===== src/rtl/positional_insert_delete_stack_core_assert.svh =====
// Assertion macros shared by the stack core RTL.
`ifndef POSITIONAL_INSERT_DELETE_STACK_CORE_ASSERT_SVH
`define POSITIONAL_INSERT_DELETE_STACK_CORE_ASSERT_SVH

// Same-cycle implication, checked only while reset is released.
`define PIDS_ASSERT_IMPL(label, clk, rst_n, ante, cons) \
  label: assert property (@(posedge clk) disable iff (!(rst_n)) (ante) |-> (cons)) \
    else $error("same-cycle check failed");

// Next-cycle implication, checked only while reset is released.
`define PIDS_ASSERT_NEXT(label, clk, rst_n, ante, cons) \
  label: assert property (@(posedge clk) disable iff (!(rst_n)) (ante) |=> (cons)) \
    else $error("next-cycle check failed");

`endif


===== src/rtl/pids_pkg.sv =====
// Types, codes and defaults shared by the positional insert/delete stack.
package pids_pkg;

  localparam int DEPTH_DEF     = 128;
  localparam int WORD_BITS_DEF = 32;

  localparam int VALUE_W  = 32;
  localparam int POS_W    = 8;
  localparam int COUNT_W  = 8;

  typedef enum logic [1:0] {
    FN_PUSH   = 2'd0,
    FN_POP    = 2'd1,
    FN_INSERT = 2'd2,
    FN_REMOVE = 2'd3
  } func_e;

  typedef enum logic [1:0] {
    ST_OK     = 2'd0,
    ST_FULL   = 2'd1,
    ST_EMPTY  = 2'd2,
    ST_BADPOS = 2'd3
  } status_e;

  typedef struct packed {
    func_e                     func;
    logic signed [VALUE_W-1:0] value;
    logic [POS_W-1:0]          position;
  } item_t;

  typedef struct packed {
    status_e                   status;
    logic signed [VALUE_W-1:0] removed_value;
    logic [COUNT_W-1:0]        count;
  } result_t;

  typedef enum logic [2:0] {
    S_IDLE,
    S_POP,
    S_INS,
    S_PUT,
    S_GRAB,
    S_DN
  } state_e;

  typedef enum logic [2:0] {
    CUR_HOLD,
    CUR_TOP,
    CUR_POS,
    CUR_INC,
    CUR_DEC
  } cur_op_e;

  typedef enum logic [1:0] {
    RA_TOP,
    RA_POS,
    RA_CUR_INC,
    RA_CUR_DEC
  } rd_sel_e;

  typedef enum logic [1:0] {
    WA_CNT,
    WA_POS,
    WA_CUR_INC,
    WA_CUR_DEC
  } wr_sel_e;

  typedef enum logic {
    WD_VALUE,
    WD_RDATA
  } wd_sel_e;

  typedef enum logic [1:0] {
    CNT_HOLD,
    CNT_INC,
    CNT_DEC
  } cnt_op_e;

  typedef enum logic [1:0] {
    RM_ZERO,
    RM_RDATA,
    RM_TAKE
  } rm_sel_e;

  typedef struct packed {
    logic    accept;
    cur_op_e cur_op;
    logic    rd_en;
    rd_sel_e rd_sel;
    logic    wr_en;
    wr_sel_e wr_sel;
    wd_sel_e wd_sel;
    cnt_op_e cnt_op;
    logic    take_en;
    logic    res_load;
    status_e res_status;
    rm_sel_e rm_sel;
  } cmd_t;

  typedef struct packed {
    logic is_empty;
    logic is_full;
    logic ins_pos_ok;
    logic rem_pos_ok;
    logic ins_at_top;
    logic cur_at_pos;
    logic cur_at_top;
  } sts_t;

endpackage


===== src/rtl/pids_ram.sv =====
// Generic single-write, single-read RAM with registered read data.
module pids_ram #(
  parameter int WIDTH = 32,
  parameter int DEPTH = 128
) (
  input  logic                     clk_i,
  input  logic                     we_i,
  input  logic [$clog2(DEPTH)-1:0] waddr_i,
  input  logic [WIDTH-1:0]         wdata_i,
  input  logic                     re_i,
  input  logic [$clog2(DEPTH)-1:0] raddr_i,
  output logic [WIDTH-1:0]         rdata_o
);

  logic [WIDTH-1:0] mem_q [DEPTH];
  logic [WIDTH-1:0] rdata_q;

  always_ff @(posedge clk_i) begin
    if (we_i) begin
      mem_q[waddr_i] <= wdata_i;
    end
    if (re_i) begin
      rdata_q <= mem_q[raddr_i];
    end
  end

  assign rdata_o = rdata_q;

endmodule


===== src/rtl/pids_dp.sv =====
// Datapath: fill count, move cursor, entry RAM and result register.
module pids_dp #(
  parameter int DEPTH     = pids_pkg::DEPTH_DEF,
  parameter int WORD_BITS = pids_pkg::WORD_BITS_DEF
) (
  input  logic              clk_i,
  input  logic              rst_ni,
  input  pids_pkg::cmd_t    cmd_i,
  input  pids_pkg::item_t   item_i,
  output pids_pkg::sts_t    sts_o,
  output pids_pkg::result_t result_o,
  output logic              done_o
);

  import pids_pkg::*;

  localparam int AW = $clog2(DEPTH);
  localparam int CW = $clog2(DEPTH + 1);
  localparam int PW = ((CW > POS_W) ? CW : POS_W) + 1;

  item_t          item_q, cur_item;
  logic [CW-1:0]  cnt_q, cnt_d;
  logic [AW-1:0]  cur_q, cur_d;
  logic [AW-1:0]  top_idx, pos_idx, cnt_idx;
  logic [PW-1:0]  pos_x, cnt_x, pos_m1;
  logic [CW-1:0]  cnt_m1;
  logic [WORD_BITS-1:0] value_w, rdata, take_q, wdata;
  logic [VALUE_W-1:0]   rdata_ext, take_ext;
  logic [COUNT_W-1:0]   count_out;
  logic [AW-1:0]  raddr, waddr;
  result_t        result_q, result_d;
  logic           done_q;

  assign cur_item = cmd_i.accept ? item_i : item_q;

  always_ff @(posedge clk_i) begin
    if (cmd_i.accept) begin
      item_q <= item_i;
    end
    if (cmd_i.take_en) begin
      take_q <= rdata;
    end
    if (cmd_i.res_load) begin
      result_q <= result_d;
    end
  end

  always_ff @(posedge clk_i or negedge rst_ni) begin
    if (!rst_ni) begin
      cnt_q  <= '0;
      done_q <= 1'b0;
    end else begin
      cnt_q  <= cnt_d;
      done_q <= cmd_i.res_load;
    end
  end

  always_ff @(posedge clk_i) begin
    cur_q <= cur_d;
  end

  // Index arithmetic; positions are 1-based on the port.
  assign pos_x   = PW'(cur_item.position);
  assign cnt_x   = PW'(cnt_q);
  assign pos_m1  = pos_x - PW'(1);
  assign pos_idx = pos_m1[AW-1:0];
  assign cnt_m1  = cnt_q - CW'(1);
  assign top_idx = cnt_m1[AW-1:0];
  assign cnt_idx = cnt_q[AW-1:0];

  assign sts_o.is_empty   = (cnt_q == '0);
  assign sts_o.is_full    = (cnt_q == CW'(DEPTH));
  assign sts_o.ins_pos_ok = (pos_x != '0) && (pos_x <= cnt_x + PW'(1));
  assign sts_o.rem_pos_ok = (pos_x != '0) && (pos_x <= cnt_x);
  assign sts_o.ins_at_top = (pos_m1 == cnt_x);
  assign sts_o.cur_at_pos = (cur_q == pos_idx);
  assign sts_o.cur_at_top = (cur_q == top_idx);

  always_comb begin
    unique case (cmd_i.cnt_op)
      CNT_INC: cnt_d = cnt_q + CW'(1);
      CNT_DEC: cnt_d = cnt_m1;
      default: cnt_d = cnt_q;
    endcase
  end

  always_comb begin
    unique case (cmd_i.cur_op)
      CUR_TOP: cur_d = top_idx;
      CUR_POS: cur_d = pos_idx;
      CUR_INC: cur_d = cur_q + AW'(1);
      CUR_DEC: cur_d = cur_q - AW'(1);
      default: cur_d = cur_q;
    endcase
  end

  always_comb begin
    unique case (cmd_i.rd_sel)
      RA_TOP:     raddr = top_idx;
      RA_POS:     raddr = pos_idx;
      RA_CUR_INC: raddr = cur_q + AW'(1);
      RA_CUR_DEC: raddr = cur_q - AW'(1);
      default:    raddr = top_idx;
    endcase
  end

  always_comb begin
    unique case (cmd_i.wr_sel)
      WA_CNT:     waddr = cnt_idx;
      WA_POS:     waddr = pos_idx;
      WA_CUR_INC: waddr = cur_q + AW'(1);
      WA_CUR_DEC: waddr = cur_q - AW'(1);
      default:    waddr = cnt_idx;
    endcase
  end

  assign wdata = (cmd_i.wd_sel == WD_RDATA) ? rdata : value_w;

  // Word width adaptation between the 32-bit port fields and storage.
  if (WORD_BITS < VALUE_W) begin : g_narrow
    assign value_w   = cur_item.value[WORD_BITS-1:0];
    assign rdata_ext = {{(VALUE_W - WORD_BITS){rdata[WORD_BITS-1]}}, rdata};
    assign take_ext  = {{(VALUE_W - WORD_BITS){take_q[WORD_BITS-1]}}, take_q};
  end else if (WORD_BITS == VALUE_W) begin : g_equal
    assign value_w   = cur_item.value;
    assign rdata_ext = rdata;
    assign take_ext  = take_q;
  end else begin : g_wide
    assign value_w   = {{(WORD_BITS - VALUE_W){1'b0}}, cur_item.value};
    assign rdata_ext = rdata[VALUE_W-1:0];
    assign take_ext  = take_q[VALUE_W-1:0];
  end

  if (CW < COUNT_W) begin : g_cnt_pad
    assign count_out = {{(COUNT_W - CW){1'b0}}, cnt_d};
  end else begin : g_cnt_cut
    assign count_out = cnt_d[COUNT_W-1:0];
  end

  always_comb begin
    result_d.status = cmd_i.res_status;
    result_d.count  = count_out;
    unique case (cmd_i.rm_sel)
      RM_RDATA: result_d.removed_value = rdata_ext;
      RM_TAKE:  result_d.removed_value = take_ext;
      default:  result_d.removed_value = '0;
    endcase
  end

  pids_ram #(
    .WIDTH (WORD_BITS),
    .DEPTH (DEPTH)
  ) u_ram (
    .clk_i   (clk_i),
    .we_i    (cmd_i.wr_en),
    .waddr_i (waddr),
    .wdata_i (wdata),
    .re_i    (cmd_i.rd_en),
    .raddr_i (raddr),
    .rdata_o (rdata)
  );

  assign result_o = result_q;
  assign done_o   = done_q;

endmodule


===== config.mk =====
export PLATFORM = sky130hd
export DESIGN_NAME = pids_dp
export DESIGN_NICKNAME = d
export VERILOG_FILES = /design/src/rtl/positional_insert_delete_stack_core_assert.svh /design/src/rtl/pids_pkg.sv /design/src/rtl/pids_ram.sv /design/src/rtl/pids_dp.sv
export SDC_FILE = /design/constraint.sdc
export NUM_CORES = 2
export LEC_CHECK = 0
export BUFFER_PORTS_ARGS = -buffer_cell sky130_fd_sc_hd__buf_2
export CAP_MARGIN = 20
export CORE_UTILIZATION = 35
export CTS_CLUSTER_SIZE = 10
export DETAILED_ROUTE_END_ITERATION = 8
export PLACE_DENSITY_LB_ADDON = 0.2
export SLEW_MARGIN = 10
export SYNTH_ARGS = -nofsm -noshare
export SYNTH_HDL_FRONTEND = slang
export SYNTH_SLANG_ARGS = --single-unit

===== constraint.sdc =====
create_clock -name clk_i -period 6.2 [get_ports clk_i]
set_clock_uncertainty 0.15 [all_clocks]
set_input_delay 1.24 -clock clk_i [delete_from_list [all_inputs] [get_ports clk_i]]
set_output_delay 1.24 -clock clk_i [all_outputs]
set_load 0.05 [all_outputs]

Yosys cells after proc, flatten, opt, wreduce, memory -nomap -nowiden
Memory sizes are Yosys's and may differ from the RTL's. A register that Yosys moved wholly into a read port is not among the register bits.
Index checks and enable logic that the tools add are counted.

storage, ports and cells
  register bits after elaboration = 130
  latch bits = 0
  memory bits (writable) = 4096
  bits in read-only memories = 0
  bits of input ports = 63
  output and inout port bits = 50
  memories = 1

cells by class
  $add $sub $neg = 6
  $mul = 0
  divide/modulo/power cells = 0
  magnitude comparators = 2
  equal/unequal tests = 18
  shift-type cells = 0
  mux-type cells = 9
  bitwise gates (word level) = 0
  reduce and logical (&&, ||, !) cells = 7

memories
  name         words  width  rd ports  clocked after Yosys merged registers in  write ports  RTL line        RTL
  u_ram.mem_q  128    32     1         1                                        1            pids_ram.sv:15  logic [WIDTH-1:0] mem_q [DEPTH];

operator list
  cell                 number
  $pmux 7 s4           3
  $pmux 32 s2          1
  $mux 40              1
  $mux 32              1
  $pmux 8 s2           1
  $eq 7x7->1           2
  $eq 2x2->1 const B   6
  $add 8x1->9 const B  1
  $eq 9x8->1           1
  $le 8x9->1           1
  $reduce_bool 9->1    1
  $sub 8x1->9 const B  1
  $add 8x1->8 const B  1
  $eq 2x1->1 const B   4
  $eq 8x8->1 const B   1
  $le 8x8->1           1
  $logic_not 8->1      1
  $sub 8x1->8 const B  1
  $add 7x1->7 const B  1
  $sub 7x1->7 const B  1
  $eq 3x2->1 const B   2
  $logic_not 2->1      2
  $reduce_bool 4->1    1
  $eq 3x1->1 const B   1
  3 further kinds      5

Logic depth before layout (Yosys ltp)
  depth in word-level cells = 3
  gate-level depth with buffers = 19

Modules after synthesis
Synthesis repeated with hierarchy kept, for this count alone.

unflattened totals
  cell total of the unflattened synthesis = 6593
  area total of the unflattened synthesis = 163541.8 um2

by module, submodules not included
  module    instances  cells an instance  area an instance (um2)  seq. area each (um2)
  pids_ram  1          5990               156596.4                123958.9
  pids_dp   1          603                6945.4                  3458.3

Least setup slack after synthesis
No wires, ideal clock.

  kind = input-to-output
  start point = in cmd_i[18] (netlist bit)
  end point = out sts_o[4] (netlist bit)
  arrival = 4259 ps
  required time = 4810 ps
  slack = 551 ps
  cell stages on the path = 15
  cells stage by stage = buf_6 -> buf_6 -> clkbuf_1 -> mux2i_1 -> inv_1 -> ha_1 -> nor2b_1 -> o21a_1 -> o21a_1 -> o21a_1 -> o21a_1 -> o21a_1 -> o21ai_0 -> a21oi_1 -> nor2_1

RTL lines
  element      RTL line       RTL
  from (decl)  pids_dp.sv:8   input pids_pkg::cmd_t cmd_i,
  to (decl)    pids_dp.sv:10  output pids_pkg::sts_t sts_o,

==> impl_metrics.ini <==
[critical_path]
crit_slowest_cell = dfrtp_1
endpoint_kind = output port
required_ns = 4.81
crit_type = reg -> out
cpMostUsedCell = o21a_1
path_cells = inv_1 > ha_1 > inv_1 > ha_1 > nor2b_1 > o21a_1 > o21a_1 > o21a_1 > o21a_1 > o21a_1 > o21ai_0 > a21oi_1 > nor2_1 > buf_12
start_kind = flop
arrival_ns = 4.36
cp_max_fo = 9
cpPeakStageDelay_ns = 0.61
reg2reg_from = cnt_q[1]
cp-startpoint = cnt_q[1]

[global_route]
grt_start_max_net_pins = 129
grt_remaining_overflow = 0
grt_pass1_wl_mm = 683.2
antenna_found_initial = 44
grt_usage_pct = 20.11
grt_pass1_vias = 87060

[timing]
grt_setup_unrepaired = no
timing.final.crit_share_pct = 92.70
slew_headroom_pct = 20.51
setup_tns_ns = 0
period_needed_ns = 5.747
worst_pin_slew_ns = 1.190
hold_viol = 0
max_freq_mhz = 174.0
slew_viol_final = 0
setup_violations = 0

[yosys]
synthFlopType = edfxtp_1
synth-async-reset-ratio_pct = 0.2114
syn_avg_cell_area_um2 = 19.77
yosysMostFrequentCell = edfxtp_1
yosys_warnings = 0
ys_seq_area_share_pct = 76.87
ys_ff_latch = 4258
syn_area_mm2 = 0.1658
ys_types = 78
synth-edff-count = 4209
synth_common_cells = 4209 x edfxtp_1, 909 x nand2_1, 875 x mux4_2
netlist.area_leader.share_pct = 76.25
netlist_instances = 8384
synth.top_cells.by_area = edfxtp_1 76%, mux4_2 12%, nand2_1 2.1%, mux2i_1 1.6%, nand3_1 1.2%
yosysTopAreaCell = edfxtp_1
syn-num-nets = 8474

[cts]
cts_buffers = 473
cts_max_path_buffers = 4
cts_repair_resize_count = 0
cts.sinks = 4258
cts.clk_slew.worst_paths_ns = 0.06
root_buffer = clkbuf_16
cts_tree = done
h-tree-depth = 5
post-cts-setup-buffers = 0
ctsHoldBuffers = 1
worstSkewPairLatency_ns = 1.01

[route]
drtPass1Iterations = 6
dr_wl_met2_mm = 232.9
drt_wl_total_mm = 489.2
met3_length_mm = 33.75
vias = 85530
via_per_inst = 5.547
routed.top_layer = met5
drt_first_iter_violations = 9483
post-route-drc-count = 0
drt-met1-wl_mm = 207.3
wire_per_inst_um = 31.73
ant_nets = 0

[floorplan]
rows = 252
core_area_mm2 = 0.4714
die_area_mm2 = 0.4764
die_h_um = 690.2
pin_count = 113
die_width_um = 690.2
start_util_pct = 35.17

[power]
max-vdd-ir-drop_mv = 0.3476
power.total_mw = 78.58
p_per_area_mw_per_mm2 = 408.8
leakagePower_nw = 61.00

[placement]
placedCellCount = 14800
io_buffer_count = 110
place_congestion = 0.8347
hpwlAfterDp_mm = 292.7

[run]
cap_viol_max_count = 0

[outcome]
outcome = completed

[cells_and_area]
syn2layout_area_growth_pct = 15.96
fill_cells = 41330
instances_no_fill = 15420
final_layout_size_suffix_gt1_share_pct = 25.23
post-route-util_pct = 40.78
final_nets = 9143

[worst_hold_path]
hold_path.class = in -> reg
min_from = cmd_i[3]
==> report_power, final <==
part	switching (mW)	internal [mW]	leakage [nW]
sequential	0.577	34.9	38.4
clock	10.7	13.8	6.22
combinational	13.0	5.69	16.3
total	24.2	54.4	61.0
==> layer usage <==
layer  vias to the layer above  global-route usage (%)
met4                         6                   5.943
met2                      3194                   32.58
met1                     46320                   28.24
met3                       604                   2.985
met5                         -                       0
li1                      35400                       -
==> cells in the final DEF, fill, tap and decap left out, types with 32 or more instances in the layout <==
cell type  synthesis  final
a21oi_1          139    138
a22oi_1          171    171
a32oi_1           63     63
buf_12             0    180
buf_2            163    108
buf_4             67    391
clkbuf_1         187     74
clkbuf_16          0    477
dfxtp_1           40     40
edfxtp_1        4209   4209
inv_1             35     35
mux2_2            71     39
mux2_4             0     32
mux2i_1          271    271
mux4_2           875    875
nand2_1          909    903
nand3_1          405    401
nand4_1           69     69
nor2_1           197     67
nor2_4             3    137
o21ai_0           61     61
xnor2_1           37     37
==> path summary, 6_finish.rpt <==
path | depth (start not counted) | endpoint | slack (ns)
min in group asynchronous | 2 | cnt_q[1] | 0.51
worst max register to register | 13 | u_ram.rdata_o[14] | 1.12
worst max-delay path | 14 | sts_o[4] | 0.45
worst min-delay path | 1 | result_o[41] | 0.31
worst min register to register | 1 | item_q[11] | 0.34
max in group asynchronous | 2 | cnt_q[4] | 5.19
==> metrics by stage <==
stage               setup slack (ns)  hold WS, ns  cell area (um2)
finish                        0.4527       0.3108           192200
global route                  0.2047       0.2737           192200
floorplan                     0.5509       0.2947           165800
CTS                           0.4403       0.2286           192100
detailed placement            0.4010       0.3327           179300
global placement              0.4293       0.3120           179300
==> flip-flops by register name (all words and copies together) (netlist names) <==
register	flops
cur_q	7
u_ram.mem_q	4096
result_o	42
take_ext	32
u_ram.rdata_o	32
item_q	40
cnt_q	8
done_o	1
==> cells by family after synthesis <==
group | count (synthesis) | share of synthesized area (%)
multiplexers | 1221 | 14.06
AND/OR/NAND/NOR | 1698 | 4.448
buffers and inverters | 525 | 1.602
adder cells (fa/ha/maj) | 27 | 0.2038
AO/OA/AOI/OAI | 604 | 2.545
XOR/XNOR | 51 | 0.2785
flip-flops | 4258 | 76.87
==> layout make-up <==
type / instances / area (um2) / share of cell area (%)
antenna: 20 / 50.05 / 0.02604
clock buffer: 553 / 12240 / 6.369
clock inverter: 44 / 531.8 / 0.2766
inverter: 37 / 138.9 / 0.07225
multi-input combinational: 3601 / 36930 / 19.21
sequential: 4258 / 127400 / 66.29
tap: 6223 / 7786 / 4.051
timing repair buffer: 682 / 7119 / 3.704
==> worst max-delay path: cells and delay by family, from the launching register on <==
| family | cells | cell delay, ns |
|---|---|---|
| compound gates | 7 | 1.04 |
| fa+ha+maj | 2 | 0.89 |
| buf+inv | 3 | 0.51 |
| flops | 1 | 0.61 |
| simple gates | 2 | 0.34 |
Power figures use the tool's default switching activity.
