**config.mk**
```make
export PLATFORM = sky130hd
export DESIGN_NAME = pids_ctrl
export DESIGN_NICKNAME = d
export VERILOG_FILES = /design/src/rtl/positional_insert_delete_stack_core_assert.svh /design/src/rtl/pids_pkg.sv /design/src/rtl/pids_ctrl.sv
export SDC_FILE = /design/constraint.sdc
export NUM_CORES = 1
export LEC_CHECK = 0
export BUFFER_PORTS_ARGS = -buffer_cell sky130_fd_sc_hd__buf_2
export CAP_MARGIN = 30
export CELL_PAD_IN_SITES_DETAIL_PLACEMENT = 0
export CELL_PAD_IN_SITES_GLOBAL_PLACEMENT = 1
export CORE_MARGIN = 1
export CORE_UTILIZATION = 24
export CTS_BUF_LIST = sky130_fd_sc_hd__clkbuf_8 sky130_fd_sc_hd__clkbuf_16
export DETAILED_ROUTE_END_ITERATION = 8
export PLACE_DENSITY_LB_ADDON = 0.12
export SLEW_MARGIN = 10
export SYNTH_ARGS = -nofsm -noshare
export SYNTH_HDL_FRONTEND = slang
export SYNTH_SLANG_ARGS = --single-unit
export TNS_END_PERCENT = 30
```
**constraint.sdc**
```tcl
create_clock -name clk_i -period 2.1 [get_ports clk_i]
set_clock_uncertainty 0.15 [all_clocks]
set_input_delay 0.105 -clock clk_i [delete_from_list [all_inputs] [get_ports clk_i]]
set_output_delay 0.105 -clock clk_i [all_outputs]
set_load 0.02 [all_outputs]
```
**src/rtl/positional_insert_delete_stack_core_assert.svh**
```systemverilog
// Assertion macros shared by the stack core RTL.
`ifndef POSITIONAL_INSERT_DELETE_STACK_CORE_ASSERT_SVH
`define POSITIONAL_INSERT_DELETE_STACK_CORE_ASSERT_SVH

// Same-cycle implication, checked only while reset is released.
`define PIDS_ASSERT_IMPL(label, clk, rst_n, ante, cons) \
  label: assert property (@(posedge clk) disable iff (!(rst_n)) (ante) |-> (cons)) \
    else $error("same-cycle check failed");

// Next-cycle implication, checked only while reset is released.
`define PIDS_ASSERT_NEXT(label, clk, rst_n, ante, cons) \
  label: assert property (@(posedge clk) disable iff (!(rst_n)) (ante) |=> (cons)) \
    else $error("next-cycle check failed");

`endif

```
**src/rtl/pids_pkg.sv**
```systemverilog
// Types, codes and defaults shared by the positional insert/delete stack.
package pids_pkg;

  localparam int DEPTH_DEF     = 128;
  localparam int WORD_BITS_DEF = 32;

  localparam int VALUE_W  = 32;
  localparam int POS_W    = 8;
  localparam int COUNT_W  = 8;

  typedef enum logic [1:0] {
    FN_PUSH   = 2'd0,
    FN_POP    = 2'd1,
    FN_INSERT = 2'd2,
    FN_REMOVE = 2'd3
  } func_e;

  typedef enum logic [1:0] {
    ST_OK     = 2'd0,
    ST_FULL   = 2'd1,
    ST_EMPTY  = 2'd2,
    ST_BADPOS = 2'd3
  } status_e;

  typedef struct packed {
    func_e                     func;
    logic signed [VALUE_W-1:0] value;
    logic [POS_W-1:0]          position;
  } item_t;

  typedef struct packed {
    status_e                   status;
    logic signed [VALUE_W-1:0] removed_value;
    logic [COUNT_W-1:0]        count;
  } result_t;

  typedef enum logic [2:0] {
    S_IDLE,
    S_POP,
    S_INS,
    S_PUT,
    S_GRAB,
    S_DN
  } state_e;

  typedef enum logic [2:0] {
    CUR_HOLD,
    CUR_TOP,
    CUR_POS,
    CUR_INC,
    CUR_DEC
  } cur_op_e;

  typedef enum logic [1:0] {
    RA_TOP,
    RA_POS,
    RA_CUR_INC,
    RA_CUR_DEC
  } rd_sel_e;

  typedef enum logic [1:0] {
    WA_CNT,
    WA_POS,
    WA_CUR_INC,
    WA_CUR_DEC
  } wr_sel_e;

  typedef enum logic {
    WD_VALUE,
    WD_RDATA
  } wd_sel_e;

  typedef enum logic [1:0] {
    CNT_HOLD,
    CNT_INC,
    CNT_DEC
  } cnt_op_e;

  typedef enum logic [1:0] {
    RM_ZERO,
    RM_RDATA,
    RM_TAKE
  } rm_sel_e;

  typedef struct packed {
    logic    accept;
    cur_op_e cur_op;
    logic    rd_en;
    rd_sel_e rd_sel;
    logic    wr_en;
    wr_sel_e wr_sel;
    wd_sel_e wd_sel;
    cnt_op_e cnt_op;
    logic    take_en;
    logic    res_load;
    status_e res_status;
    rm_sel_e rm_sel;
  } cmd_t;

  typedef struct packed {
    logic is_empty;
    logic is_full;
    logic ins_pos_ok;
    logic rem_pos_ok;
    logic ins_at_top;
    logic cur_at_pos;
    logic cur_at_top;
  } sts_t;

endpackage

```
**src/rtl/pids_ctrl.sv**
```systemverilog
// Sequencer that turns each operation into RAM moves and a result load.
module pids_ctrl (
  input  logic            clk_i,
  input  logic            rst_ni,
  input  logic            start,
  input  pids_pkg::func_e func_i,
  input  pids_pkg::sts_t  sts_i,
  output pids_pkg::cmd_t  cmd_o,
  output logic            busy
);

  import pids_pkg::*;

  state_e state_q, state_d;

  always_ff @(posedge clk_i or negedge rst_ni) begin
    if (!rst_ni) begin
      state_q <= S_IDLE;
    end else begin
      state_q <= state_d;
    end
  end

  // Next state.
  always_comb begin
    state_d = state_q;
    unique case (state_q)
      S_IDLE: begin
        if (start) begin
          unique case (func_i)
            FN_PUSH: state_d = S_IDLE;
            FN_POP: begin
              if (!sts_i.is_empty) state_d = S_POP;
            end
            FN_INSERT: begin
              if (!sts_i.is_full && sts_i.ins_pos_ok && !sts_i.ins_at_top) state_d = S_INS;
            end
            FN_REMOVE: begin
              if (!sts_i.is_empty && sts_i.rem_pos_ok) state_d = S_GRAB;
            end
          endcase
        end
      end
      S_POP: state_d = S_IDLE;
      S_INS: begin
        if (sts_i.cur_at_pos) state_d = S_PUT;
      end
      S_PUT: state_d = S_IDLE;
      S_GRAB: state_d = sts_i.cur_at_top ? S_IDLE : S_DN;
      S_DN: begin
        if (sts_i.cur_at_top) state_d = S_IDLE;
      end
      default: state_d = S_IDLE;
    endcase
  end

  // Commands to the datapath.
  always_comb begin
    cmd_o.accept     = 1'b0;
    cmd_o.cur_op     = CUR_HOLD;
    cmd_o.rd_en      = 1'b0;
    cmd_o.rd_sel     = RA_TOP;
    cmd_o.wr_en      = 1'b0;
    cmd_o.wr_sel     = WA_CNT;
    cmd_o.wd_sel     = WD_VALUE;
    cmd_o.cnt_op     = CNT_HOLD;
    cmd_o.take_en    = 1'b0;
    cmd_o.res_load   = 1'b0;
    cmd_o.res_status = ST_OK;
    cmd_o.rm_sel     = RM_ZERO;
    busy             = (state_q != S_IDLE);
    unique case (state_q)
      S_IDLE: begin
        if (start) begin
          cmd_o.accept = 1'b1;
          unique case (func_i)
            FN_PUSH: begin
              if (sts_i.is_full) begin
                cmd_o.res_load   = 1'b1;
                cmd_o.res_status = ST_FULL;
              end else begin
                cmd_o.wr_en    = 1'b1;
                cmd_o.wr_sel   = WA_CNT;
                cmd_o.cnt_op   = CNT_INC;
                cmd_o.res_load = 1'b1;
              end
            end
            FN_POP: begin
              if (sts_i.is_empty) begin
                cmd_o.res_load   = 1'b1;
                cmd_o.res_status = ST_EMPTY;
              end else begin
                cmd_o.rd_en  = 1'b1;
                cmd_o.rd_sel = RA_TOP;
              end
            end
            FN_INSERT: begin
              priority if (sts_i.is_full) begin
                cmd_o.res_load   = 1'b1;
                cmd_o.res_status = ST_FULL;
              end else if (!sts_i.ins_pos_ok) begin
                cmd_o.res_load   = 1'b1;
                cmd_o.res_status = ST_BADPOS;
              end else if (sts_i.ins_at_top) begin
                cmd_o.wr_en    = 1'b1;
                cmd_o.wr_sel   = WA_POS;
                cmd_o.cnt_op   = CNT_INC;
                cmd_o.res_load = 1'b1;
              end else begin
                cmd_o.rd_en  = 1'b1;
                cmd_o.rd_sel = RA_TOP;
                cmd_o.cur_op = CUR_TOP;
              end
            end
            FN_REMOVE: begin
              priority if (sts_i.is_empty) begin
                cmd_o.res_load   = 1'b1;
                cmd_o.res_status = ST_EMPTY;
              end else if (!sts_i.rem_pos_ok) begin
                cmd_o.res_load   = 1'b1;
                cmd_o.res_status = ST_BADPOS;
              end else begin
                cmd_o.rd_en  = 1'b1;
                cmd_o.rd_sel = RA_POS;
                cmd_o.cur_op = CUR_POS;
              end
            end
          endcase
        end
      end
      S_POP: begin
        cmd_o.cnt_op   = CNT_DEC;
        cmd_o.res_load = 1'b1;
        cmd_o.rm_sel   = RM_RDATA;
      end
      S_INS: begin
        cmd_o.wr_en  = 1'b1;
        cmd_o.wr_sel = WA_CUR_INC;
        cmd_o.wd_sel = WD_RDATA;
        if (!sts_i.cur_at_pos) begin
          cmd_o.rd_en  = 1'b1;
          cmd_o.rd_sel = RA_CUR_DEC;
          cmd_o.cur_op = CUR_DEC;
        end
      end
      S_PUT: begin
        cmd_o.wr_en    = 1'b1;
        cmd_o.wr_sel   = WA_POS;
        cmd_o.cnt_op   = CNT_INC;
        cmd_o.res_load = 1'b1;
      end
      S_GRAB: begin
        cmd_o.take_en = 1'b1;
        if (sts_i.cur_at_top) begin
          cmd_o.cnt_op   = CNT_DEC;
          cmd_o.res_load = 1'b1;
          cmd_o.rm_sel   = RM_RDATA;
        end else begin
          cmd_o.rd_en  = 1'b1;
          cmd_o.rd_sel = RA_CUR_INC;
          cmd_o.cur_op = CUR_INC;
        end
      end
      S_DN: begin
        cmd_o.wr_en  = 1'b1;
        cmd_o.wr_sel = WA_CUR_DEC;
        cmd_o.wd_sel = WD_RDATA;
        if (sts_i.cur_at_top) begin
          cmd_o.cnt_op   = CNT_DEC;
          cmd_o.res_load = 1'b1;
          cmd_o.rm_sel   = RM_TAKE;
        end else begin
          cmd_o.rd_en  = 1'b1;
          cmd_o.rd_sel = RA_CUR_INC;
          cmd_o.cur_op = CUR_INC;
        end
      end
      default: begin
        busy = 1'b1;
      end
    endcase
  end

endmodule

```
After elaboration in Yosys (flattened, before gate mapping). Index checks and enable logic that the tools add are counted.

Bits of input ports: 12. Output and inout port bits: 20. Word-level logic and storage cells: 81. Flip-flop bits (word level): 3.

Reduce and logical (&&, ||, !) cells: 14. Eq/ne operators: 14. Multiplexer cells: 52.

Operator list (number): case mux 3 bit (4 select lines) (4); 2-to-1 mux 3 bit (15); 2-to-1 mux 9 bit (2); case mux 6 bit (3 select lines) (1); 2-to-1 mux 1 bit (14); 2-to-1 mux 6 bit (2); case mux 3 bit (2 select lines) (2); 2-to-1 mux 10 bit (1); 2-to-1 mux 5 bit (2); inequality test 3 bit, second input constant (3); case mux 3 bit (3 select lines) (1); case mux 2 bit (4 select lines) (1); equality test 3 x 2 -> 1 bit, second input constant (2); equality test 3 bit, second input constant (2); 2-to-1 mux 2 bit (3); inequality test 2 bit, second input constant (3); case mux 2 bit (3 select lines) (1); AND reduction 6 bit (1); OR reduction 2 bit (3); OR reduction 6 bit (1); equality test 2 bit, second input constant (2); 2-to-1 mux 4 bit (1); equality test 3 x 1 -> 1 bit, second input constant (1); logical AND 1 bit (3); other kinds (7) (9).

Logic depth before layout (Yosys ltp). Gate-level depths: netlist of run 1.

Depth after elaboration: 7. Mapped depth: 5. Gate-level depth less buffers: 4.

Least setup slack after synthesis of run 1. Ideal clock, no wire load.

Path kind: reg-to-output. From: register state_q[0]. To: output port cmd_o[12] (netlist bit). Buffers on the path: 1. Required time: 1.845 ns. Slack: 0.223 ns. Data arrival time: 1.622 ns. Stages on the path, launching flop included: 6. Path through: dfrtp_1 > buf_6 > or4b_4 > inv_1 > nand4_1 > o21ai_0.

RTL lines: from (decl) (line pids_ctrl.sv:14) `state_e state_q, state_d;`; from (signal assigned) (line pids_ctrl.sv:20) `state_q <= state_d;`; to (decl) (line pids_ctrl.sv:8) `output pids_pkg::cmd_t cmd_o,`.

==> reports/metrics.yaml, run 1 <==
layout.nets: 111
crit_required_ns: 1.85
via_count: 565
drt.antenna.violating_nets: 0
h-tree-depth: 1
slew_headroom_pct: 80.6
synth_seq_cells: 3
ys_seq_area_share_pct: 17.5
vdd_drop_max_uv: 581
core_area_um2: 1590
power_mw: 0.481
drive_gt1_share_pct: 42.9
fin_area_um2: 656
finalHoldViolCount: 0
cts_tree: "done"
globalplace.congestion: 0.749
yosysWarnings: 0
dpl_worst_slack_ns: 0.279
placed_cell_area_um2: 599
worst_slew_pin_slew_ns: 0.291
cp.arrival_ns: 1.71
syn_inst: 64
place_hpwl_um: 1000
power.share.clock_pct: 34.4
wire_per_inst_um: 10.3
setup_violations: 0
synth_top_area_share_pct: 17.5
p_per_area_nw_per_um2: 733
grt_pass1_wl_um: 2170
cts_buffer_depth: 2
syn_avg_cell_area_um2: 6.71
fin_crit_ns: 1.96
tns_ns: 0
cts_buffers: 3
synth_flop_cell: "dfrtp_1"
status: "finished, final reports clean"
path_clk_slew_ns: 0.03
finalWorstSetupSlack_ns: 0.139
synth_edf_count: 0
p_int_mw: 0.279
clkLatencyLatePin_ns: 0.22
share_comb_of_total_power_pct: 50.1
routed_wl_um: 1260
p_seq_share_pct: 15.5
ys_top_cells_by_area: "dfrtp_1 17%, nand2_1 9.6%, o21ai_0 8.2%, a21oi_1 5.8%, nor2b_1 5.8%"
leakage_nw: 0.373
drcViolationCount: 0
yosys.cell_count.top_type: "nand2_1"
synth_area_um2: 429
cts-root-buf: "clkbuf_8"
rsz0062_at_grt: "no"
max_freq_mhz: 510
drt_iter0_drc: 10
crit_type: "flip-flop to output pin"
first_pass_iters: 4
largest-register: "state_q"
synth_common_cells: "11 x nand2_1, 7 x o21ai_0, 5 x a21oi_1, 5 x nor2_1, 4 x nor2b_1"
post-synth-top-area-cell: "dfrtp_1"
synth_cell_types: 26
instances_no_fill: 122
dp.cells: 117
groute.usage.overall_pct: 14.7
die_y_um: 44.3
port_buffers: 31
top_regs: "state_q: 3 flops"
die_w_um: 44.3
startpoint_type: "flip-flop"
hp-class: "input port to flip-flop"
p_sw_mw: 0.201
critPathMaxFanout: 10
swShare_pct: 41.9
hold_ws_ns: 0.0329
rows: 14
syn_to_final_growth_pct: 52.8
final_max_slew_viol_count: 0
antenna_cells: 0
io_pins: 32
initial_core_util_pct: 26.9
overflow: 0
period_share_pct: 93.4
clock_sinks: 3
maxCapViolCount: 0
antenna_found_initial: 0
viasPerCell: 4.63
final_util_pct: 41.1
async_reset_ff_share_pct: 100
die_area_um2: 1960
endpoint_kind: "output pin"
largest_reg_flops: 3
grt_max_degree: 12
grt_pass1_vias: 493
synthesis.nets: 76
[cell type report]
| type | instances | area, µm² |
|---|---|---|
| fillers | 179 | 938 |
| multi-input cells | 54 | 313 |
| repair buffers | 34 | 180 |
| flip-flops and latches | 3 | 76.3 |
| clock buffers | 3 | 41.3 |
| clock inverters | 1 | 3.75 |
| inverters | 3 | 11.3 |
| well taps | 24 | 30.0 |
[power by group through the flow]
| stage | Combinational (mW) | Clock, mW | Sequential [mW] |
|---|---|---|---|
| after floorplan | 0.175 | 0 | 0.0690 |
| after global placement | 0.243 | 0 | 0.0748 |
| after detailed placement | 0.240 | 0 | 0.0746 |
| after CTS | 0.242 | 0.171 | 0.0739 |
| after global routing | 0.267 | 0.177 | 0.0763 |
| final | 0.241 | 0.165 | 0.0746 |
[layer usage]
layer | part of all wire [%] | routed length (µm) | track usage [%]
met4 | 0 | 0 | 3.64
met2 | 41 | 515 | 21.2
met3 | 7.0 | 88 | 4.90
met1 | 52 | 651 | 21.1
met5 | 0 | 0 | 0
[worst paths after layout]
path,depth (start not counted),end,slack [ns],from
max in group asynchronous,2,state_q[0]$_DFFE_PN0P_,1.59,rst_ni
hold reg to reg,3,state_q[1]$_DFFE_PN0P_,0.53,state_q[0]$_DFFE_PN0P_
hold / removal,3,state_q[1]$_DFFE_PN0P_,0.03,start
setup reg to reg,3,state_q[0]$_DFFE_PN0P_,0.44,state_q[0]$_DFFE_PN0P_
min in group asynchronous,2,state_q[1]$_DFFE_PN0P_,0.09,rst_ni
setup / recovery,5,cmd_o[12],0.14,state_q[0]$_DFFE_PN0P_
[cell families after synthesis]
group,Yosys count,synth area share (%)
compound gates,19,28.3
simple gates,35,44.6
flops,3,17.5
buf+inv,7,9.62
[critical path, stage by stage (launching register included)]
cell and delay (ns):
dfrtp_2 0.44, or4b_4 0.54, inv_2 0.10, nand4_1 0.13, o21ai_0 0.10, buf_2 0.18
[cell usage in the layout (no fill, tap or decap), types with 2 or more instances in the layout]
| cell | netlist | final |
|---|---|---|
| inv_1 | 3 | 3 |
| or3_1 | 2 | 2 |
| clkbuf_8 | 0 | 3 |
| o21ai_0 | 7 | 7 |
| nand2_1 | 11 | 11 |
| dfrtp_1 | 3 | 2 |
| nand2b_1 | 2 | 2 |
| nand4_1 | 3 | 3 |
| buf_4 | 2 | 2 |
| nor2_1 | 5 | 5 |
| buf_2 | 0 | 31 |
| nand3_1 | 3 | 3 |
| nor2b_1 | 4 | 4 |
| a21oi_1 | 5 | 5 |
[timing repair]
| action | CTS | global route |
|---|---|---|
| hold buffers | 1 | 0 |
| endpoints found under the hold margin | 3 | 0 |
| buffers inserted | 0 | 0 |
| setup endpoints to repair | 0 | 2 |
| resized for setup | 0 | 2 |
No activity file was read; power rests on OpenSTA's default activity.
==> inputs of run 2 (changes only) <==
Settings changed: CELL_PAD_IN_SITES_DETAIL_PLACEMENT 0 to not set, CELL_PAD_IN_SITES_GLOBAL_PLACEMENT 1 to not set, CORE_AREA set to 2 2 39 41, CORE_MARGIN 1 to not set, CORE_UTILIZATION 24 to not set, DIE_AREA set to 0 0 41 43, GPL_ROUTABILITY_DRIVEN set to 0.
==> reports/metrics.yaml, run 2 (synthesized netlist as in run 1, its figures left out) <==
status: "finished, final reports clean"  # unchanged
path_cells: "or4b_4 > inv_1 > nand4_1 > o21ai_0 > buf_2"  # was or4b_4 > inv_2 > nand4_1 > o21ai_0 > buf_2
antenna_found_initial: 0  # unchanged
hp-class: "input port to flip-flop"  # unchanged
hp-start: "sts_i[3]"  # was start
fillers: 145  # was 179
final_max_slew_viol_count: 0  # unchanged
rr_startpoint: "state_q[2]$_DFFE_PN0P_"  # was state_q[0]$_DFFE_PN0P_
r2r_setup_slack_ns: 0.48  # was 0.44 ns
via_count: 599  # was 565
port_buffers: 31  # unchanged
io_pins: 32  # unchanged
core_area_um2: 1380  # was 1590 µm²
top_regs: "state_q: 3 flops"  # unchanged
setup_violations: 0  # unchanged
max_stage_delay_ns: 0.58  # was 0.54 ns
fin_area_um2: 652  # was 656 µm²
first_pass_iters: 5  # was 4
cpMaxStageDelayCell: "or4b_4"  # unchanged
endpoint_kind: "output pin"  # unchanged
largest_reg_flops: 3  # unchanged
rows: 14  # unchanged
cts_tree: "done"  # unchanged
seq_area_um2: 75.1  # was 76.3 µm²
hold_end: "state_q[2]$_DFFE_PN0P_"  # was state_q[1]$_DFFE_PN0P_
h-tree-depth: 1  # unchanged
path_clk_slew_ns: 0.03  # about the same
startpoint_type: "flip-flop"  # unchanged
drt_iter0_drc: 6  # was 10
clock_sinks: 3  # unchanged
cp.arrival_ns: 1.69  # was 1.71 ns
final_cell_mix: "31 x buf_2, 11 x nand2_1, 7 x o21ai_0"  # unchanged
clkLatencyLatePin_ns: 0.21  # was 0.22 ns
power_mw: 0.480  # was 0.481 mW
leakage_nw: 0.381  # was 0.373 nW
initial_core_util_pct: 31.0  # was 26.9%
reg2reg_to: "state_q[0]$_DFFE_PN0P_"  # unchanged
cts_buffer_depth: 2  # unchanged
antenna_cells: 0  # unchanged
max_freq_mhz: 514  # was 510 MHz
cts-root-buf: "clkbuf_8"  # unchanged
grt_pass1_vias: 520  # was 493
multi_input_area_um2: 313  # unchanged
rsz0062_at_grt: "no"  # unchanged
post_cts_resized: 0  # unchanged
r2r_cells: 3  # unchanged
crit_type: "flip-flop to output pin"  # unchanged
routed_wl_um: 1310  # was 1260 µm
critPathMaxFanout: 6  # was 10
grt_pass1_wl_um: 2080  # was 2170 µm
worst_slew_pin_slew_ns: 0.287  # was 0.291 ns
final_common_cell: "buf_2"  # unchanged
grt_max_degree: 12  # unchanged
die_area_um2: 1760  # was 1960 µm²
tns_ns: 0  # unchanged
largest-register: "state_q"  # unchanged
die_w_um: 41  # was 44.3 µm
placed_cell_area_um2: 597  # was 599 µm²
wire_per_inst_um: 11.4  # was 10.3 µm
drive_gt1_share_pct: 41.4  # was 42.9%
groute.usage.overall_pct: 17.0  # was 14.7%
syn_to_final_growth_pct: 51.9  # was 52.8%
worstHoldPathCells: 3  # unchanged
place_hpwl_um: 1010  # was 1000 µm
slew_headroom_pct: 80.8  # was 80.6%
maxCapViolCount: 0  # unchanged
p_per_area_nw_per_um2: 736  # was 733 nW/µm²
drcViolationCount: 0  # unchanged
crit_required_ns: 1.85  # about the same
die_y_um: 43  # was 44.3 µm
drt.antenna.violating_nets: 0  # unchanged
cts_buffers: 3  # unchanged
overflow: 0  # unchanged
fin_crit_ns: 1.94  # was 1.96 ns
layout.nets: 112  # was 111
viasPerCell: 5.21  # was 4.63
vdd_drop_max_uv: 421  # was 581 µV
period_share_pct: 92.6  # was 93.4%
finalHoldViolCount: 0  # unchanged
==> run 2: changes by cell type in the layout (fill, tap and decap cells not counted), sizes merged <==
cell and change:
buf +1
==> run 2: how the worst max path moves through the flow <==
stage | startpoint | end | depth (start not counted)
2_1_floorplan | state_q[0]$_DFFE_PN0P_ | cmd_o[12] | 5
3_3_place_gp | state_q[2]$_DFFE_PN0P_ | cmd_o[12] | 5
3_5_place_dp | state_q[2]$_DFFE_PN0P_ | cmd_o[12] | 5
4_1_cts | state_q[2]$_DFFE_PN0P_ | cmd_o[12] | 5
5_1_grt | state_q[2]$_DFFE_PN0P_ | cmd_o[12] | 5
6_report | state_q[2]$_DFFE_PN0P_ | cmd_o[12] | 5
==> run 2: layer usage <==
| metal | share of wire (%) | wire, µm | global-route usage, % |
|---|---|---|---|
| met5 | 0 | 0 | 0 |
| met4 | 0 | 0 | 10.0 |
| met3 | 7.9 | 104 | 0 |
| met2 | 46 | 606 | 25.9 |
| met1 | 46 | 600 | 23.0 |
==> run 2: what timing repair did <==
action | in CTS | in global routing
buffers inserted | 0 | 0
hold buffers | 1 | 0
endpoints found under the hold margin | 3 | 0
==> run 2: layout make-up <==
cell class,count,share of cell area [%]
clock buffers,3,6.33
clock inverters,1,0.576
inverters,3,1.73
multi-input cells,54,48.0
flip-flops and latches,3,11.5
well taps,16,3.07
repair buffers,35,28.8
==> run 2: per-stage QoR <==
step	std cells	worst slack, ns	utilization, %	hold slack, ns
final	115	0.156	47.1	0.0588
after global routing	115	0.0544	47.1	0.0949
after CTS	115	0.145	47.1	0.0589
after detailed placement	110	0.378	43.1	-0.248
after global placement	110	0.397	43.1	-0.250
after floorplan	64	0.223	-	-0.341
==> run 2: report_power, final <==
part           leakage (nW)  internal, mW  switching (mW)
clock                0.0269         0.124          0.0356
combinational         0.313        0.0919           0.159
sequential           0.0408        0.0655         0.00352
total                 0.381         0.282           0.199
==> run 2: critical path: cells and delay by family, from the launching register on <==
kind,cells,cell delay [ns]
compound gates,1,0.10
flops,1,0.36
buf+inv,2,0.30
simple gates,2,0.72
==> inputs of run 3 (changes only) <==
Settings changed: CELL_PAD_IN_SITES_DETAIL_PLACEMENT set to 1, CELL_PAD_IN_SITES_GLOBAL_PLACEMENT set to 2, CORE_AREA 2 2 39 41 to not set, CORE_MARGIN set to 1, CORE_UTILIZATION set to 18, DIE_AREA 0 0 41 43 to not set.
==> reports/metrics.yaml, run 3 (synthesized netlist as in run 1, its figures left out) <==
status: "finished, final reports clean"  # unchanged
clock_sinks: 3  # unchanged
drt_iter0_drc: 14  # was 6
die_y_um: 50.8  # was 43 µm
core_area_um2: 2230  # was 1380 µm²
syn_to_final_growth_pct: 55.4  # was 51.9%
die_w_um: 50.8  # was 41 µm
final_common_cell: "buf_2"  # unchanged
grt_pass1_wl_um: 2690  # was 2080 µm
drive_gt1_share_pct: 42.4  # was 41.4%
cts_buffer_depth: 2  # unchanged
grt_max_degree: 12  # unchanged
period_share_pct: 92.9  # was 92.6%
rsz0062_at_grt: "no"  # unchanged
rows: 17  # was 14
groute.usage.overall_pct: 14.5  # was 17.0%
endpoint_kind: "output pin"  # unchanged
setup_violations: 0  # unchanged
tns_ns: 0  # unchanged
cts-root-buf: "clkbuf_8"  # unchanged
routed_wl_um: 1690  # was 1310 µm
crit_required_ns: 1.85  # about the same
finalHoldViolCount: 0  # unchanged
vdd_drop_max_uv: 309  # was 421 µV
hp-class: "input port to flip-flop"  # unchanged
final_util_pct: 29.9  # was 47.1%
io_pins: 32  # unchanged
first_pass_iters: 4  # was 5
antenna_cells: 0  # unchanged
worst_slew_pin_slew_ns: 0.343  # was 0.287 ns
top_regs: "state_q: 3 flops"  # unchanged
viasPerCell: 4.70  # was 5.21
fin_crit_ns: 1.95  # was 1.94 ns
drt.antenna.violating_nets: 0  # unchanged
clkLatencyLatePin_ns: 0.22  # was 0.21 ns
initial_core_util_pct: 19.2  # was 31.0%
slew_headroom_pct: 77.1  # was 80.8%
final_cell_mix: "31 x buf_2, 11 x nand2_1, 7 x o21ai_0"  # unchanged
maxCapViolCount: 0  # unchanged
leakage_nw: 0.380  # was 0.381 nW
overflow: 0  # unchanged
port_buffers: 31  # unchanged
grt_pass1_vias: 564  # was 520
die_area_um2: 2580  # was 1760 µm²
p_per_area_nw_per_um2: 747  # was 736 nW/µm²
max_freq_mhz: 513  # was 514 MHz
critPathMaxFanout: 6  # unchanged
wire_per_inst_um: 13.3  # was 11.4 µm
drcViolationCount: 0  # unchanged
layout.nets: 112  # unchanged
place_hpwl_um: 1260  # was 1010 µm
h-tree-depth: 1  # unchanged
cts_tree: "done"  # unchanged
startpoint_type: "flip-flop"  # unchanged
cts_setup_buffers: 0  # unchanged
via_count: 597  # was 599
cts_buffers: 3  # unchanged
path_clk_slew_ns: 0.03  # about the same
largest_reg_flops: 3  # unchanged
largest-register: "state_q"  # unchanged
final_max_slew_viol_count: 0  # unchanged
crit_type: "flip-flop to output pin"  # unchanged
cp.arrival_ns: 1.70  # was 1.69 ns
antenna_found_initial: 0  # unchanged
==> run 3: cell counts in the layout (fill, tap and decap cells not counted) <==
Identical to the previous run, type by type.
==> run 3: report_power, final <==
part | internal [mW] | switching (mW)
clock | 0.125 | 0.0432
combinational | 0.0924 | 0.168
sequential | 0.0655 | 0.00425
==> run 3: layout make-up <==
cell class	instances	area, µm²
Multi-Input combinational cell	54	313
Clock inverter	1	3.75
Sequential cell	3	75.1
Tap cell	28	35.0
Timing Repair Buffer	35	188
Inverter	3	11.3
Clock buffer	3	41.3
Fill cell	300	1570
==> run 3: through the flow <==
stage / setup WS, ns / total power, mW / instances / hold slack (ns) / area [µm²]
6_report: 0.149 / 0.498 / 127 / 0.0370 / 667
5_1_grt: 0.0255 / 0.529 / 127 / 0.0641 / 667
2_1_floorplan: 0.223 / 0.244 / 64 / -0.341 / 429
4_1_cts: 0.0956 / 0.503 / 127 / 0.0411 / 667
3_3_place_gp: 0.385 / 0.326 / 122 / -0.250 / 612
3_5_place_dp: 0.355 / 0.327 / 122 / -0.247 / 612
==> run 3: layer usage <==
metal,vias to the layer above,GRT usage [%],wire (µm)
li1,298,-,-
met2,30,23.1,793
met5,-,0,0
met1,265,17.9,765
met3,4,2.08,98
met4,0,9.72,32
==> run 3: path summary, 6_finish.rpt <==
| check | to | start | slack, ns | depth (start not counted) |
|---|---|---|---|---|
| setup / recovery | cmd_o[12] | state_q[2]$_DFFE_PN0P_ | 0.15 | 5 |
| hold / removal | state_q[1]$_DFFE_PN0P_ | start | 0.04 | 3 |
| setup reg to reg | state_q[0]$_DFFE_PN0P_ | state_q[2]$_DFFE_PN0P_ | 0.45 | 3 |
| hold reg to reg | state_q[0]$_DFFE_PN0P_ | state_q[1]$_DFFE_PN0P_ | 0.57 | 3 |
| max in group asynchronous | state_q[0]$_DFFE_PN0P_ | rst_ni | 1.62 | 2 |
| min in group asynchronous | state_q[1]$_DFFE_PN0P_ | rst_ni | 0.07 | 2 |
==> run 3: critical path, stage by stage (launching register included) <==
cell and delay [ns]:
dfrtp_1 0.37, or4b_4 0.59, inv_2 0.10, nand4_1 0.13, o21ai_0 0.10, buf_2 0.18
==> run 3: what timing repair did <==
action,4_1_cts,5_1_grt
hold endpoints to repair,3,0
hold buffers,1,0
setup endpoints to repair,0,1
gates resized for setup,0,1
